File: src/sv/lft_pkg.sv
// shared constants, types and character classes of the line editor
package lft_pkg;

  // line and field limits
  localparam int LINE_CHARS  = 80;
  localparam int FIELD_LIMIT = 5;
  localparam int CNT_W       = $clog2(LINE_CHARS + 1);
  localparam int ADDR_W      = $clog2(LINE_CHARS);
  localparam int FOUND_W     = $clog2(FIELD_LIMIT + 1);

  // command queue between front and back
  localparam int QUEUE_DEPTH = 2;
  localparam int QPTR_W      = $clog2(QUEUE_DEPTH);
  localparam int QCNT_W      = $clog2(QUEUE_DEPTH + 1);

  // character codes
  localparam logic [7:0] CH_BS      = 8'd8;
  localparam logic [7:0] CH_LF      = 8'd10;
  localparam logic [7:0] CH_CR      = 8'd13;
  localparam logic [7:0] CH_SPACE   = 8'd32;
  localparam logic [7:0] CH_ZERO    = 8'd48;
  localparam logic [7:0] CH_NINE    = 8'd57;
  localparam logic [7:0] CH_UPPER_A = 8'd65;
  localparam logic [7:0] CH_UPPER_Z = 8'd90;
  localparam logic [7:0] CH_LOWER_A = 8'd97;
  localparam logic [7:0] CH_LOWER_Z = 8'd122;
  localparam logic [7:0] CH_DEL     = 8'd127;

  localparam logic [31:0] VALUE_MAX = 32'hFFFF_FFFF;

  typedef enum logic [1:0] {
    KIND_ECHO    = 2'd0,
    KIND_FIELD   = 2'd1,
    KIND_SUMMARY = 2'd2
  } kind_t;

  typedef enum logic [1:0] {
    OP_BACKSPACE = 2'd0,
    OP_ENTER     = 2'd1,
    OP_STORE     = 2'd2
  } op_t;

  // classified request handed from front to back
  typedef struct packed {
    op_t        op;
    logic [7:0] ch;
  } cmd_t;

  // one result item
  typedef struct packed {
    kind_t       kind;
    logic [7:0]  echo_byte;
    logic [3:0]  field_index;
    logic [7:0]  field_start;
    logic [7:0]  field_length;
    logic        field_numeric;
    logic [31:0] field_value;
    logic [4:0]  field_count;
    logic        too_many_fields;
    logic        last;
  } result_t;

  function automatic logic is_letter(input logic [7:0] c);
    return c inside {[CH_UPPER_A:CH_UPPER_Z], [CH_LOWER_A:CH_LOWER_Z]};
  endfunction

  function automatic logic is_digit(input logic [7:0] c);
    return c inside {[CH_ZERO:CH_NINE]};
  endfunction

endpackage

File: src/sv/lft_front.sv
// front end: accepts bytes and classifies them into queue commands
module lft_front import lft_pkg::*; (
  input  logic       in_valid,
  input  logic [7:0] in_char_in,
  output logic       in_stall,
  input  logic       q_full,
  output logic       push,
  output cmd_t       push_cmd
);

  logic keep;

  // classify the byte; control codes other than backspace and enter are dropped
  always_comb begin
    keep         = 1'b0;
    push_cmd.op  = OP_STORE;
    push_cmd.ch  = in_char_in;
    if (in_char_in inside {CH_BS, CH_DEL}) begin
      keep        = 1'b1;
      push_cmd.op = OP_BACKSPACE;
    end else if (in_char_in == CH_CR) begin
      keep        = 1'b1;
      push_cmd.op = OP_ENTER;
    end else if (in_char_in >= CH_SPACE) begin
      keep        = 1'b1;
      push_cmd.op = OP_STORE;
    end
  end

  // hold requests off while the queue is full
  assign in_stall = q_full;
  assign push     = in_valid && !q_full && keep;

endmodule

File: src/sv/lft_queue.sv
// short command queue between front and back
module lft_queue import lft_pkg::*; (
  input  logic clk,
  input  logic rst_n,
  input  logic push,
  input  cmd_t push_cmd,
  output logic full,
  input  logic pop,
  output logic empty,
  output cmd_t head
);

  cmd_t              entry_r [QUEUE_DEPTH];
  logic [QPTR_W-1:0] wr_ptr_r, wr_ptr_nxt;
  logic [QPTR_W-1:0] rd_ptr_r, rd_ptr_nxt;
  logic [QCNT_W-1:0] fill_r, fill_nxt;

  assign full  = (fill_r == QCNT_W'(QUEUE_DEPTH));
  assign empty = (fill_r == '0);
  assign head  = entry_r[rd_ptr_r];

  // pointer and fill bookkeeping
  always_comb begin
    wr_ptr_nxt = wr_ptr_r;
    rd_ptr_nxt = rd_ptr_r;
    fill_nxt   = fill_r;
    if (push) begin
      wr_ptr_nxt = (wr_ptr_r == QPTR_W'(QUEUE_DEPTH - 1)) ? '0 : wr_ptr_r + 1'b1;
    end
    if (pop) begin
      rd_ptr_nxt = (rd_ptr_r == QPTR_W'(QUEUE_DEPTH - 1)) ? '0 : rd_ptr_r + 1'b1;
    end
    if (push && !pop) begin
      fill_nxt = fill_r + 1'b1;
    end else if (pop && !push) begin
      fill_nxt = fill_r - 1'b1;
    end
  end

  always_ff @(posedge clk) begin
    if (!rst_n) begin
      wr_ptr_r <= '0;
      rd_ptr_r <= '0;
      fill_r   <= '0;
    end else begin
      wr_ptr_r <= wr_ptr_nxt;
      rd_ptr_r <= rd_ptr_nxt;
      fill_r   <= fill_nxt;
    end
  end

  // entry storage
  always_ff @(posedge clk) begin
    if (push) begin
      entry_r[wr_ptr_r] <= push_cmd;
    end
  end

endmodule

File: src/sv/lft_back.sv
// back end: line store, echo, field walk and result register
module lft_back import lft_pkg::*; (
  input  logic    clk,
  input  logic    rst_n,
  input  logic    q_empty,
  input  cmd_t    q_head,
  output logic    pop,
  output logic    out_valid,
  input  logic    out_stall,
  output result_t out_res
);

  typedef enum logic [4:0] {
    ST_IDLE    = 5'b00001,
    ST_ECHO    = 5'b00010,
    ST_READ    = 5'b00100,
    ST_SCAN    = 5'b01000,
    ST_SUMMARY = 5'b10000
  } back_state_t;

  back_state_t state_r, state_nxt;

  logic [7:0]  line_mem [LINE_CHARS];
  logic [7:0]  rd_data_r;

  logic [CNT_W-1:0]   count_r, count_nxt;
  logic [CNT_W-1:0]   pos_r, pos_nxt;
  logic [CNT_W-1:0]   start_r, start_nxt;
  logic [FOUND_W-1:0] found_r, found_nxt;
  logic               in_field_r, in_field_nxt;
  logic               numeric_r, numeric_nxt;
  logic               over_r, over_nxt;
  logic               walk_after_r, walk_after_nxt;
  logic [7:0]         echo_r, echo_nxt;
  logic [31:0]        val_r, val_nxt;

  logic        out_valid_r;
  result_t     res_r, res_nxt;
  logic        load;
  logic        slot_free;
  logic        mem_we;

  logic        at_end;
  logic        c_letter, c_digit, c_field;
  logic [31:0] val_base;
  logic        numeric_base;
  logic [35:0] val_wide;

  assign slot_free = !out_valid_r || !out_stall;
  assign out_valid = out_valid_r;
  assign out_res   = res_r;

  // character class of the byte under the walk
  assign at_end   = (pos_r == count_r);
  assign c_letter = is_letter(rd_data_r);
  assign c_digit  = is_digit(rd_data_r);
  assign c_field  = !at_end && (c_letter || c_digit);

  // decimal accumulate with saturation
  assign val_base     = in_field_r ? val_r : '0;
  assign numeric_base = in_field_r ? numeric_r : 1'b1;
  assign val_wide     = (36'(val_base) << 3) + (36'(val_base) << 1)
                        + 36'(4'(rd_data_r - CH_ZERO));

  // sequencer
  always_comb begin
    state_nxt      = state_r;
    count_nxt      = count_r;
    pos_nxt        = pos_r;
    start_nxt      = start_r;
    found_nxt      = found_r;
    in_field_nxt   = in_field_r;
    numeric_nxt    = numeric_r;
    over_nxt       = over_r;
    walk_after_nxt = walk_after_r;
    echo_nxt       = echo_r;
    val_nxt        = val_r;
    pop            = 1'b0;
    mem_we         = 1'b0;
    load           = 1'b0;
    res_nxt        = '0;
    case (state_r)
      ST_IDLE: begin
        if (!q_empty) begin
          pop = 1'b1;
          case (q_head.op)
            OP_BACKSPACE: begin
              if (count_r != '0) begin
                count_nxt      = count_r - 1'b1;
                echo_nxt       = q_head.ch;
                walk_after_nxt = 1'b0;
                state_nxt      = ST_ECHO;
              end
            end
            OP_ENTER: begin
              echo_nxt       = CH_LF;
              walk_after_nxt = 1'b1;
              state_nxt      = ST_ECHO;
            end
            OP_STORE: begin
              mem_we         = 1'b1;
              count_nxt      = count_r + 1'b1;
              echo_nxt       = q_head.ch;
              walk_after_nxt = (count_r == CNT_W'(LINE_CHARS - 1));
              state_nxt      = ST_ECHO;
            end
            default: begin
              state_nxt = ST_IDLE;
            end
          endcase
        end
      end
      ST_ECHO: begin
        if (slot_free) begin
          load              = 1'b1;
          res_nxt.kind      = KIND_ECHO;
          res_nxt.echo_byte = echo_r;
          res_nxt.last      = !walk_after_r;
          pos_nxt           = '0;
          found_nxt         = '0;
          in_field_nxt      = 1'b0;
          over_nxt          = 1'b0;
          state_nxt         = walk_after_r ? ST_READ : ST_IDLE;
        end
      end
      ST_READ: begin
        state_nxt = ST_SCAN;
      end
      ST_SCAN: begin
        if (c_field) begin
          // extend or open a field
          in_field_nxt = 1'b1;
          if (!in_field_r) begin
            start_nxt = pos_r;
          end
          numeric_nxt = numeric_base && c_digit;
          if (c_digit) begin
            val_nxt = (val_wide > 36'(VALUE_MAX)) ? VALUE_MAX : val_wide[31:0];
          end else begin
            val_nxt = val_base;
          end
          pos_nxt   = pos_r + 1'b1;
          state_nxt = ST_READ;
        end else if (in_field_r) begin
          // a field closes here
          if (found_r == FOUND_W'(FIELD_LIMIT)) begin
            over_nxt  = 1'b1;
            state_nxt = ST_SUMMARY;
          end else if (slot_free) begin
            load                  = 1'b1;
            res_nxt.kind          = KIND_FIELD;
            res_nxt.field_index   = 4'(found_r);
            res_nxt.field_start   = 8'(start_r);
            res_nxt.field_length  = 8'(pos_r - start_r);
            res_nxt.field_numeric = numeric_r;
            res_nxt.field_value   = numeric_r ? val_r : '0;
            found_nxt             = found_r + 1'b1;
            in_field_nxt          = 1'b0;
            if (at_end) begin
              state_nxt = ST_SUMMARY;
            end else begin
              pos_nxt   = pos_r + 1'b1;
              state_nxt = ST_READ;
            end
          end
        end else if (at_end) begin
          state_nxt = ST_SUMMARY;
        end else begin
          pos_nxt   = pos_r + 1'b1;
          state_nxt = ST_READ;
        end
      end
      ST_SUMMARY: begin
        if (slot_free) begin
          load                    = 1'b1;
          res_nxt.kind            = KIND_SUMMARY;
          res_nxt.field_count     = 5'(found_r);
          res_nxt.too_many_fields = over_r;
          res_nxt.last            = 1'b1;
          count_nxt               = '0;
          state_nxt               = ST_IDLE;
        end
      end
      default: begin
        state_nxt = ST_IDLE;
      end
    endcase
  end

  // control registers
  always_ff @(posedge clk) begin
    if (!rst_n) begin
      state_r     <= ST_IDLE;
      count_r     <= '0;
      pos_r       <= '0;
      found_r     <= '0;
      in_field_r  <= 1'b0;
      over_r      <= 1'b0;
      out_valid_r <= 1'b0;
    end else begin
      state_r    <= state_nxt;
      count_r    <= count_nxt;
      pos_r      <= pos_nxt;
      found_r    <= found_nxt;
      in_field_r <= in_field_nxt;
      over_r     <= over_nxt;
      if (load) begin
        out_valid_r <= 1'b1;
      end else if (!out_stall) begin
        out_valid_r <= 1'b0;
      end
    end
  end

  // payload registers
  always_ff @(posedge clk) begin
    start_r      <= start_nxt;
    numeric_r    <= numeric_nxt;
    walk_after_r <= walk_after_nxt;
    echo_r       <= echo_nxt;
    val_r        <= val_nxt;
    if (load) begin
      res_r <= res_nxt;
    end
  end

  // line store, one write and one registered read port
  always_ff @(posedge clk) begin
    if (mem_we) begin
      line_mem[count_r[ADDR_W-1:0]] <= q_head.ch;
    end
    if ((state_r == ST_READ) && !at_end) begin
      rd_data_r <= line_mem[pos_r[ADDR_W-1:0]];
    end
  end

endmodule

File: src/sv/line_editor_field_tokenizer.sv
// top level of the line editor with field tokenizer
//
//   channel  direction  handshake             payload
//   in       request    in_valid / in_stall   in_char_in
//   out      result     out_valid / out_stall out_kind .. out_last
//
// a byte that only echoes passes through the idle and echo states of the back
// end after it leaves the queue; a line end then walks the stored characters
// through the single read port of the line store, alternating the read and
// scan states, and ends with the summary; a field record shares the cycle of
// the delimiter that closes it, and a line with too many fields stops at the
// delimiter past the limit. synchronous active-low reset clears the queue,
// the character count and the output valid flag; the line store needs no
// clearing. a stalled output holds the back end, and the two-entry queue
// keeps taking bytes until it fills.
module line_editor_field_tokenizer import lft_pkg::*; (
  input  logic        clk,
  input  logic        rst_n,
  input  logic        in_valid,
  input  logic [7:0]  in_char_in,
  output logic        in_stall,
  output logic        out_valid,
  input  logic        out_stall,
  output logic [1:0]  out_kind,
  output logic [7:0]  out_echo_byte,
  output logic [3:0]  out_field_index,
  output logic [7:0]  out_field_start,
  output logic [7:0]  out_field_length,
  output logic        out_field_numeric,
  output logic [31:0] out_field_value,
  output logic [4:0]  out_field_count,
  output logic        out_too_many_fields,
  output logic        out_last
);

  logic    q_full, q_empty, push, pop;
  cmd_t    push_cmd, q_head;
  result_t res;

  // classify incoming bytes
  lft_front u_front (
    .in_valid   (in_valid),
    .in_char_in (in_char_in),
    .in_stall   (in_stall),
    .q_full     (q_full),
    .push       (push),
    .push_cmd   (push_cmd)
  );

  // decouple front from back
  lft_queue u_queue (
    .clk      (clk),
    .rst_n    (rst_n),
    .push     (push),
    .push_cmd (push_cmd),
    .full     (q_full),
    .pop      (pop),
    .empty    (q_empty),
    .head     (q_head)
  );

  // carry out commands and produce results
  lft_back u_back (
    .clk       (clk),
    .rst_n     (rst_n),
    .q_empty   (q_empty),
    .q_head    (q_head),
    .pop       (pop),
    .out_valid (out_valid),
    .out_stall (out_stall),
    .out_res   (res)
  );

  // unpack the result register
  assign out_kind            = res.kind;
  assign out_echo_byte       = res.echo_byte;
  assign out_field_index     = res.field_index;
  assign out_field_start     = res.field_start;
  assign out_field_length    = res.field_length;
  assign out_field_numeric   = res.field_numeric;
  assign out_field_value     = res.field_value;
  assign out_field_count     = res.field_count;
  assign out_too_many_fields = res.too_many_fields;
  assign out_last            = res.last;

endmodule

File: config.mk
export PLATFORM = sky130hd
export DESIGN_NAME = line_editor_field_tokenizer
export DESIGN_NICKNAME = d
export VERILOG_FILES = /design/src/sv/lft_pkg.sv /design/src/sv/lft_front.sv /design/src/sv/lft_queue.sv /design/src/sv/lft_back.sv /design/src/sv/line_editor_field_tokenizer.sv
export SDC_FILE = /design/constraint.sdc
export NUM_CORES = 1
export LEC_CHECK = 0
export ABC_AREA = 0
export BUFFER_PORTS_ARGS = -buffer_cell sky130_fd_sc_hd__clkbuf_2
export CORE_UTILIZATION = 26
export CTS_BUF_LIST = sky130_fd_sc_hd__clkbuf_4
export DETAILED_ROUTE_END_ITERATION = 10
export GPL_TIMING_DRIVEN = 0
export PLACE_DENSITY = 0.51
export SYNTH_ARGS = -nofsm -noshare
export SYNTH_HDL_FRONTEND = slang
export SYNTH_HIERARCHICAL = 1
export SYNTH_SLANG_ARGS = --single-unit
File: constraint.sdc
create_clock -name clk -period 5.9 [get_ports clk]
set_input_delay 0.295 -clock clk [delete_from_list [all_inputs] [get_ports clk]]
set_output_delay 0.295 -clock clk [all_outputs]
set_load 0.01 [all_outputs]
# After elaboration in Yosys (flattened, before gate mapping)
# Memory sizes are Yosys's and may differ from the RTL's. A register that Yosys moved wholly into a read port is not among the register bits.
# Index checks and enable logic that the tools add are counted.
[totals]
ff_bits = 148
ramBits = 660
input_bits = 12
out_inout_bits = 72
elab_cells = 211
mem_count = 2
[mem_list]
columns = ["memory", "depth", "width", "read_ports", "rd_ports_with_merged_regs", "write_ports", "line", "text"]
rows = [
  ["u_back.line_mem", 80, 8, 1, 1, 1, "lft_back.sv:23", "logic [7:0] line_mem [LINE_CHARS];"],
  ["u_queue.entry_r", 2, 10, 1, 1, 1, "lft_queue.sv:13", "cmd_t entry_r [QUEUE_DEPTH];"],
]
[op_classes]
add_sub_neg = 12
order_cmp = 8
n_eq_ne = 29
mux = 83
bitwise_logic = 5
n_reduce_logical = 44
[ops]
columns = ["op", "count"]
rows = [
  ["32-bit two-way mux", 3],
  ["7-bit two-way mux", 8],
  ["5-bit two-way mux", 9],
  ["7-bit one-hot mux with 2 select lines", 3],
  ["35-bit by 33-bit adder with 36-bit output", 1],
  ["36-bit by 4-bit adder with 36-bit output", 1],
  ["36-bit by 32-bit > comparator with 1-bit output (second input constant)", 1],
  ["1-bit two-way mux", 35],
  ["5-bit one-hot mux with 5 select lines", 1],
  ["8-bit one-hot mux with 3 select lines", 1],
  ["3-bit two-way mux", 6],
  ["8-bit by 4-bit equality test with 1-bit output (second input constant)", 2],
  ["8-bit by 6-bit >= comparator with 1-bit output (second input constant)", 2],
  ["8-bit by 7-bit >= comparator with 1-bit output (second input constant)", 2],
  ["8-bit by 7-bit less-or-equal comparator with 1-bit output (second input constant)", 2],
  ["2-bit two-way mux", 8],
  ["5-bit AND reduction", 3],
  ["7-bit by 1-bit adder with 7-bit output (second input constant)", 2],
  ["2-bit by 1-bit != test with 1-bit output (second input constant)", 7],
  ["1-bit logical AND", 10],
  ["5-bit one-hot mux with 2 select lines", 1],
  ["2-bit nonzero test", 5],
  ["8-bit by 7-bit equality test with 1-bit output (second input constant)", 1],
  ["8-bit by 6-bit less-or-equal comparator with 1-bit output (second input constant)", 1],
  ["other kinds (41)", 66],
]

# Logic depth before layout (Yosys ltp)
# Gate-level depths: netlist (run 1).
[logic_depth]
ltp_word = 9
depth_mapped = 17
mapped_depth_nobuf = 14

# Modules after synthesis
# Netlist (run 1), hierarchy kept.
[by_module_without_submodules]
columns = ["module", "n_inst", "cells_each", "area_per_inst_um2", "seq_area_each_um2"]
rows = [
  ["lft_back", 1, 1866, 33598.5, 23412.5],
  ["lft_queue", 1, 53, 937.1, 700.7],
  ["lft_front", 1, 23, 153.9, 0.0],
]

# Least setup slack after synthesis (run 1)
# Ideal clock, no wire load.
[synth_timing]
kind = "reg2reg"
from = "register u_back.state_r[1]"
to = "register u_back.res_r (netlist bit u_back/out_res[0]) (enable)"
setup_ps = 509
arrival_ps = 4034
t_required_ps = 5391
path_slack_ps = 1357
path_stages_with_launch = 4
path_buffers = 0
synth_period_minus_slack_ps = 4543
path_cell_list = "dfxtp_1 -> nor3_1 -> nand3b_1 -> o211ai_1"
[synth_via]
elab_chain_len = 3
word_cells_on_any_way = 5
classes_between = "eq/ne: 3; mux: 1; reduce/logical: 1"
[synth_rtl]
columns = ["item", "line", "text"]
rows = [
  ["start, declared", "lft_back.sv:21", "back_state_t state_r, state_nxt;"],
  ["start signal, assigned", "lft_back.sv:201", "state_r <= state_nxt;"],
  ["5-bit by 2-bit equality test with 1-bit output / 5-bit equality test (equally long branches)", "lft_back.sv:82", "case (state_r)"],
  ["2-bit OR reduction (no line)", "n/a", ""],
  ["1-bit one-hot mux with 2 select lines *", "lft_back.sv:82", ""],
  ["net u_back.load", "lft_back.sv:39", "logic load;"],
  ["end signal, assigned", "lft_back.sv:223", "res_r <= res_nxt;"],
  ["end, declared", "lft_back.sv:38", "result_t res_r, res_nxt;"],
]
# Mark *: on every way through the listed nets, which the timed path passes. The rest lies on a longest branch.
# A chain may end at the register's enable or synchronous reset.

# Final worst setup path (run 1)
[layout_timing]
from = "register u_back.in_field_r"
to = "register u_back.val_r[27] (data pin)"
[layout_via]
elab_chain_len = 6
[layout_rtl]
columns = ["item", "line", "text"]
rows = [
  ["start, declared", "lft_back.sv:30", "logic in_field_r, in_field_nxt;"],
  ["start signal, assigned", "lft_back.sv:205", "in_field_r <= in_field_nxt;"],
  ["32-bit two-way mux *", "lft_back.sv:60", "assign val_base = in_field_r ? val_r : '0;"],
  ["35-bit by 33-bit adder with 36-bit output", "lft_back.sv:62", "assign val_wide = (36'(val_base) << 3) + (36'(val_base) << 1)"],
  ["36-bit by 4-bit adder with 36-bit output", "lft_back.sv:63", "+ 36'(4'(rd_data_r - CH_ZERO));"],
  ["36-bit by 32-bit > comparator with 1-bit output", "lft_back.sv:138", "val_nxt = (val_wide > 36'(VALUE_MAX)) ? VALUE_MAX : val_wide[31:0];"],
  ["32-bit two-way mux", "lft_back.sv:138", ""],
  ["32-bit two-way mux *", "lft_back.sv:137", "if (c_digit) begin"],
  ["end signal, assigned", "lft_back.sv:221", "val_r <= val_nxt;"],
  ["end, declared", "lft_back.sv:35", "logic [31:0] val_r, val_nxt;"],
]
# Mark *: on every way between the ends. The rest lies on a longest branch, timed or not.

==> results.ini, run 1 <==
[status]
outcome=completed

[cells_and_area]
fillers=13000
ff_latch_area_um2=24100
nets=2355
syn2layout_area_growth_pct=15.8
final_common_cell=edfxtp_1
final_cell_mix=edfxtp_1, clkbuf_4, mux4_2, nor2_1, nand2_1
drive_gt1_share_pct=29.5
fin_util_pct=30.4
multiInputGateArea_um2=9900
postLayoutCellArea_um2=40200

[clock_tree]
cts_buffers=206
tritoncts=yes
insertion_delay_ns=1.08
htree_num_levels=4
clockRootBuffer=clkbuf_4
cts_buffer_depth=3
cts.sinks=813
clk_pin_slew_worst_paths_ns=0.07

[synth]
async_flop_share_pct=0
synth_top_flop_cell=edfxtp_1
synth.area.top_cells=edfxtp_1, mux4_2, ha_1
syn_inst=1942
syn_avg_cell_area_um2=17.9
yosysWarnings=6
ys_types=70
seq_area_frac_synth_pct=69.5
synth_edf_count=783
synth_top_area_share_pct=67.8
ys_ff_latch=813
syn_area_um2=34700
synth_top_area_cell=edfxtp_1

[place]
io_buffers=79
finalWeightedCongestion=0.828
dpl-instance-area_um2=37500
pre_cts_ws_ns=-0.0414
place_hpwl_um=56600

[run]
drv_cap=0

[global_route]
antenna_found_initial=5
grtUsageTotal_pct=12.5
grt_pass1_vias=19800
grt_pass1_wl_um=125000
grt_max_degree=82
overflow=0

[floorplan]
die_y_um=367
die_area_um2=135000
core_area_um2=132000
rows=133
pin_count=84
initial_core_util_pct=26.3
die_w_um=367

[critical_path]
worst_r2r_endpoint=u_back/val_r[27]$_DFFE_PP_
cp.required_ns=6.66
timing.rr.start=u_back/in_field_r$_SDFFE_PN0P_
crit_arrival_ns=6.26
critPathLaunchType=flop
reg2reg_slack_ns=0.40
ff2ff_path_depth=16
crit_path_max_fanout=10
worstSetupEndpointType=flop
crit_path_start=u_back/in_field_r$_SDFFE_PN0P_
crit_type=reg -> reg

[timing]
fin_hold_ws_ns=0.0866
skew_ns=0.0709
finalWorstSetupSlack_ns=0.395
finalHoldViolCount=0
timing.final.crit_period_ns=5.50
fmax_mhz=182
finalSetupViolCount=0
worst-slew-pin-transition_ns=1.37
rsz0062_at_grt=false
period_share_pct=93.3
relSlewSlack_pct=8.45
slew_violations=0

[detailed_routing]
drt-wirelength-per-cell_um=20.4
drcViolationCount=0
vias_per_cell=4.59
ant_nets=0
drt_iter0_drc=1619
vias=19100
wl_um=85100
firstDrtPassIters=5

[worst_hold_path]
hold_start=in_valid
hold_depth=3
hold_path.class=in -> reg
hold-path-endpoint=u_queue/entry_r[0][5]$_DFFE_PP_

[power_and_ir_drop]
leakagePower_nw=13.4
p_per_area_nw_per_um2=321
vdd_drop_max_uv=177
p_total_mw=12.9

state kept, by name, summed over array words and instances (netlist names), named ones only:
| signal | cells |
|---|---|
| u_back/over_r | 1 |
| u_back/found_r | 3 |
| u_back/echo_r | 8 |
| u_back/out_res | 66 |
| u_queue/wr_ptr_r | 1 |
| u_back/count_r | 7 |
| u_back/rd_data_r | 8 |
| u_back/out_valid | 1 |
| u_back/in_field_r | 1 |
| u_back/pos_r | 7 |
| u_queue/fill_r | 2 |
| u_back/state_r | 5 |
| u_queue/entry_r | 20 |
| u_back/walk_after_r | 1 |
| u_back/start_r | 7 |
| u_back/val_r | 32 |
| u_back/line_mem | 640 |
| u_queue/rd_ptr_r | 1 |
| u_back/numeric_r | 1 |
layer usage:
| metal | part of all wire (%) | global-route usage, % | vias up |
|---|---|---|---|
| li1 | - | - | 8542 |
| met1 | 41 | 15.3 | 9794 |
| met2 | 49 | 20.8 | 657 |
| met3 | 6.8 | 3.75 | 127 |
| met4 | 2.4 | 4.69 | 0 |
| met5 | 0 | 0 | - |
how the worst max path moves through the flow:
stage | end | slack, ns | depth (start not counted)
CTS | u_back/val_r[27]$_DFFE_PP_ | 0.16 | 16
floorplan | u_back/out_res[0]$_DFFE_PP_ | 1.36 | 3
finish | u_back/val_r[27]$_DFFE_PP_ | 0.40 | 16
global route | u_back/val_r[27]$_DFFE_PP_ | 0.01 | 16
detailed placement | u_back/val_r[27]$_DFFE_PP_ | -0.04 | 16
global placement | u_back/out_res[11]$_SDFFCE_PP0P_ | -0.16 | 3
layout make-up:
type | instances | area share, %
Timing Repair Buffer | 104 | 1.74
Multi-Input combinational cell | 972 | 24.7
Antenna cell | 6 | 0.0374
Buffer | 105 | 1.30
Tap cell | 1755 | 5.47
Clock inverter | 62 | 0.735
Inverter | 55 | 0.514
Clock buffer | 295 | 5.51
Sequential cell | 813 | 60.0
cells in the mapped netlist, types with 22 or more instances:
library cell / count
and3_1: 55
o21ai_0: 34
nand2_1: 86
nor2_1: 140
dfxtp_1: 30
xor2_1: 30
ha_1: 83
mux4_2: 208
a21oi_1: 49
nand3_1: 22
clkbuf_1: 54
edfxtp_1: 783
nor2b_1: 27
inv_1: 55
xnor2_1: 22
stage by stage:
step                      setup TNS (ns)  cells
after floorplan                        0   1945
after global placement             -9.55   3779
after detailed placement          -0.441   3789
after CTS                              0   4161
after global routing                   0   4167
final                                  0   4167
cells by family (layout without fill, tap and decap cells):
logic type / Yosys count / after routing / synth area share (%)
buffers and inverters: 160 / 621 / 2.10
multiplexers: 227 / 227 / 14.1
AO/OA/AOI/OAI: 194 / 194 / 4.02
AND/OR/NAND/NOR: 409 / 409 / 5.75
other: 1 / 10 / 0.0108
adder cells (fa/ha/maj): 86 / 86 / 3.17
XOR/XNOR: 52 / 52 / 1.31
flip-flops: 813 / 813 / 69.5
timing repair:
| action | 4_1_cts | 5_1_grt |
|---|---|---|
| hold buffers | 15 | 0 |
| hold endpoints to repair | 57 | 0 |
| gates resized for setup | 1 | 2 |
| buffers inserted | 0 | 0 |
| setup endpoints to repair | 20 | 27 |
critical path: stages (launching register included):
cell	delay (ns)
dfxtp_1	0.58
clkbuf_2	0.37
clkbuf_2	0.35
and2_1	0.22
ha_1	0.24
ha_1	0.24
fa_1	0.41
a21oi_1	0.23
o221ai_1	0.34
a221oi_2	0.43
a21oi_1	0.18
o31ai_1	0.33
o211ai_1	0.19
mux2i_2	0.22
nor3_4	0.54
buf_6	0.26
a22oi_2	0.07
report_power, final:
group          switching (mW)  internal, mW  total, mW  leakage (nW)
Combinational            1.03         0.385       1.42          4.64
Clock                    2.23          2.33       4.56          1.51
Sequential             0.0855          6.83       6.92          7.27
Note: power is estimated with default switching activity, not from simulation.
==> run 2: changes to the inputs <==
--- a/config.mk
+++ b/config.mk
@@ -10,7 +10,6 @@
 export CORE_UTILIZATION = 26
 export CTS_BUF_LIST = sky130_fd_sc_hd__clkbuf_4
 export DETAILED_ROUTE_END_ITERATION = 10
-export GPL_TIMING_DRIVEN = 0
 export PLACE_DENSITY = 0.51
 export SYNTH_ARGS = -nofsm -noshare
 export SYNTH_HDL_FRONTEND = slang
==> run 2 against run 1 <==
  * Non-clock buffer count fell by 66
  * Maximum frequency rose by 19%
  * Die area did not move
  * Clock power rose by 0.9%
  * Core utilization fell by 0.18 points
  * Critical endpoint is now u_back/val_r[31]$_DFFE_PP_
  * Combinational power fell by 6%
  * Global-route usage fell by 0.28 points
  * Final cell count fell by 1.4%
  * Largest power group unchanged
  * Sequential power barely moved
  * First-iteration DRC count fell by 12%
  * Sequential share of layout area rose by 0.38 points
==> results.ini, run 2 (same netlist as run 1, synthesis figures left out) <==
[cells_and_area]
fillers=13000  ; -0.37%
syn2layout_area_growth_pct=15.1
postLayoutCellArea_um2=39900  ; -0.58%
largest_reg_flops=640  ; unchanged
nets=2292  ; -2.7%
drive_gt1_share_pct=30.2  ; +0.67 points
final_cell_mix=edfxtp_1, clkbuf_4, mux4_2, nor2_1, nand2_1
stdcell_count=4110  ; -1.4%
final_common_cell=edfxtp_1

[place]
finalWeightedCongestion=0.811  ; -2.1%
dpl-instance-area_um2=37200  ; -0.76%
place_hpwl_um=51500  ; -9.0%
dpl.cell_count=3721  ; -1.8%
io_buffers=79  ; unchanged

[timing]
setup_tns_ns=0  ; unchanged
worst-slew-pin-transition_ns=1.09  ; -0.282 ns
finalSetupViolCount=0  ; unchanged
period_share_pct=78.7  ; -15 points
rsz0062_at_grt=false
finalHoldViolCount=0  ; unchanged
skew_ns=0.0641  ; -0.00687 ns
slew_violations=0  ; unchanged
relSlewSlack_pct=26.5  ; +18 points
fmax_mhz=215  ; +19%
timing.final.crit_period_ns=4.64  ; -0.860 ns

[detailed_routing]
firstDrtPassIters=5  ; unchanged
vias=18800  ; -1.8%
drt_iter0_drc=1425  ; -12%
wl_met1_um=36200  ; +3.0%
met2WireLength_um=38900  ; -7.7%
ant_nets=0  ; unchanged
drt-wirelength-per-cell_um=20.0  ; -1.9%
drcViolationCount=0  ; unchanged
wl_met3_um=5500  ; -4.8%
top_layer_used=met4
wl_um=82400  ; -3.3%
vias_per_cell=4.57  ; -0.41%

[floorplan]
core_area_um2=132000  ; unchanged
die_y_um=367  ; unchanged
die_area_um2=135000  ; unchanged
rows=133  ; unchanged
initial_core_util_pct=26.3  ; unchanged
pin_count=84  ; unchanged
die_w_um=367  ; unchanged

[global_route]
grt_pass1_wl_um=125000  ; -0.56%
grtUsageTotal_pct=12.2  ; -0.28 points
antenna_found_initial=6  ; +1
grt_max_degree=109  ; +33%
grt_pass1_vias=19600  ; -0.91%
overflow=0  ; unchanged

[critical_path]
crit_type=reg -> reg
cp.required_ns=6.66  ; about the same
crit_arrival_ns=5.40  ; -0.86 ns
critPathLaunchType=flop
worstSetupEndpointType=flop
crit_path_max_fanout=21  ; +11

[power_and_ir_drop]
p_total_mw=12.9  ; about the same
vdd_drop_max_uv=228  ; +28%
p_per_area_nw_per_um2=323  ; +0.49%
leakagePower_nw=13.3  ; -1.0%

[run]
drv_cap=0  ; unchanged

[clock_tree]
clk_pin_slew_worst_paths_ns=0.06  ; about the same
cts_buffers=209  ; +1.5%
htree_num_levels=4  ; unchanged
clockRootBuffer=clkbuf_4
cts.sinks=813  ; unchanged
insertion_delay_ns=1.05  ; -0.03 ns
tritoncts=yes
cts_buffer_depth=3  ; unchanged

[worst_hold_path]
hold_path.class=in -> reg

[status]
outcome=completed

run 2: cell count changes in the layout (fill, tap and decap cells not counted), moves of 6 or more:
cell | before | now
buf_1 | 11 | 0
buf_2 | 20 | 0
clkbuf_1 | 52 | 0
buf_6 | 8 | 0
mux2_4 | 8 | 0
mux2_2 | 10 | 18
clkinv_2 | 12 | 5
buf_4 | 18 | 43
clkinv_1 | 40 | 46
run 2: final cells by class:
cell class / instances / area [µm²] / area share (%)
clock buffers: 299 / 2240 / 5.62
inverters: 55 / 206 / 0.517
flip-flops and latches: 813 / 24100 / 60.4
clock inverters: 64 / 300 / 0.752
diodes: 9 / 22.5 / 0.0564
well taps: 1755 / 2200 / 5.50
repair buffers: 143 / 968 / 2.43
multi-input cells: 972 / 9870 / 24.7
run 2: critical path: stages, from the launching register on:
cell and delay, ns:
dfxtp_1 0.33, buf_4 0.25, and2_1 0.20, ha_1 0.24, ha_1 0.23, fa_1 0.41, a21oi_1 0.24, o221ai_1 0.30
a221oi_2 0.40, a21oi_1 0.15, o31ai_1 0.27, o211ai_1 0.16, mux2i_2 0.22, nor3_4 0.41, buf_4 0.40, a22oi_1 0.10
run 2: worst paths after layout:
| kind | from | to | slack, ns | depth (start not counted) |
|---|---|---|---|---|
| worst max-delay path | u_back/in_field_r$_SDFFE_PN0P_ | u_back/val_r[31]$_DFFE_PP_ | 1.26 | 15 |
| worst min-delay path | in_char_in[7] | u_queue/entry_r[1][7]$_DFFE_PP_ | 0.17 | 2 |
| worst max register to register | u_back/in_field_r$_SDFFE_PN0P_ | u_back/val_r[31]$_DFFE_PP_ | 1.26 | 15 |
| worst min register to register | u_queue/fill_r[1]$_SDFFE_PN0P_ | u_queue/fill_r[1]$_SDFFE_PN0P_ | 0.51 | 2 |
run 2: routing by layer:
layer / vias to the layer above / global-route usage (%)
met3: 131 / 3.38
li1: 8413 / -
met1: 9642 / 16.1
met5: - / 0
met2: 595 / 19.2
met4: 0 / 4.38
run 2: through the flow:
step,utilization (%),hold WS (ns),setup slack [ns]
floorplan,-,0.413,1.36
global placement,28.2,0.480,1.36
detailed placement,28.2,0.499,1.29
CTS,30.2,0.0316,1.25
global route,30.3,0.0922,0.931
finish,30.3,0.169,1.26
run 2: power breakdown:
group / leakage (nW) / switching, mW / internal, mW
sequential: 7.28 / 0.113 / 6.84
clock: 1.52 / 2.23 / 2.36
combinational: 4.49 / 0.982 / 0.354
total: 13.3 / 3.33 / 9.55
run 2: timing repair:
| item | 4_1_cts | 5_1_grt |
|---|---|---|
| hold buffers | 17 | 0 |
| gates resized for setup | 0 | 0 |
| hold endpoints to repair | 53 | 0 |
| setup buffers | 0 | 0 |
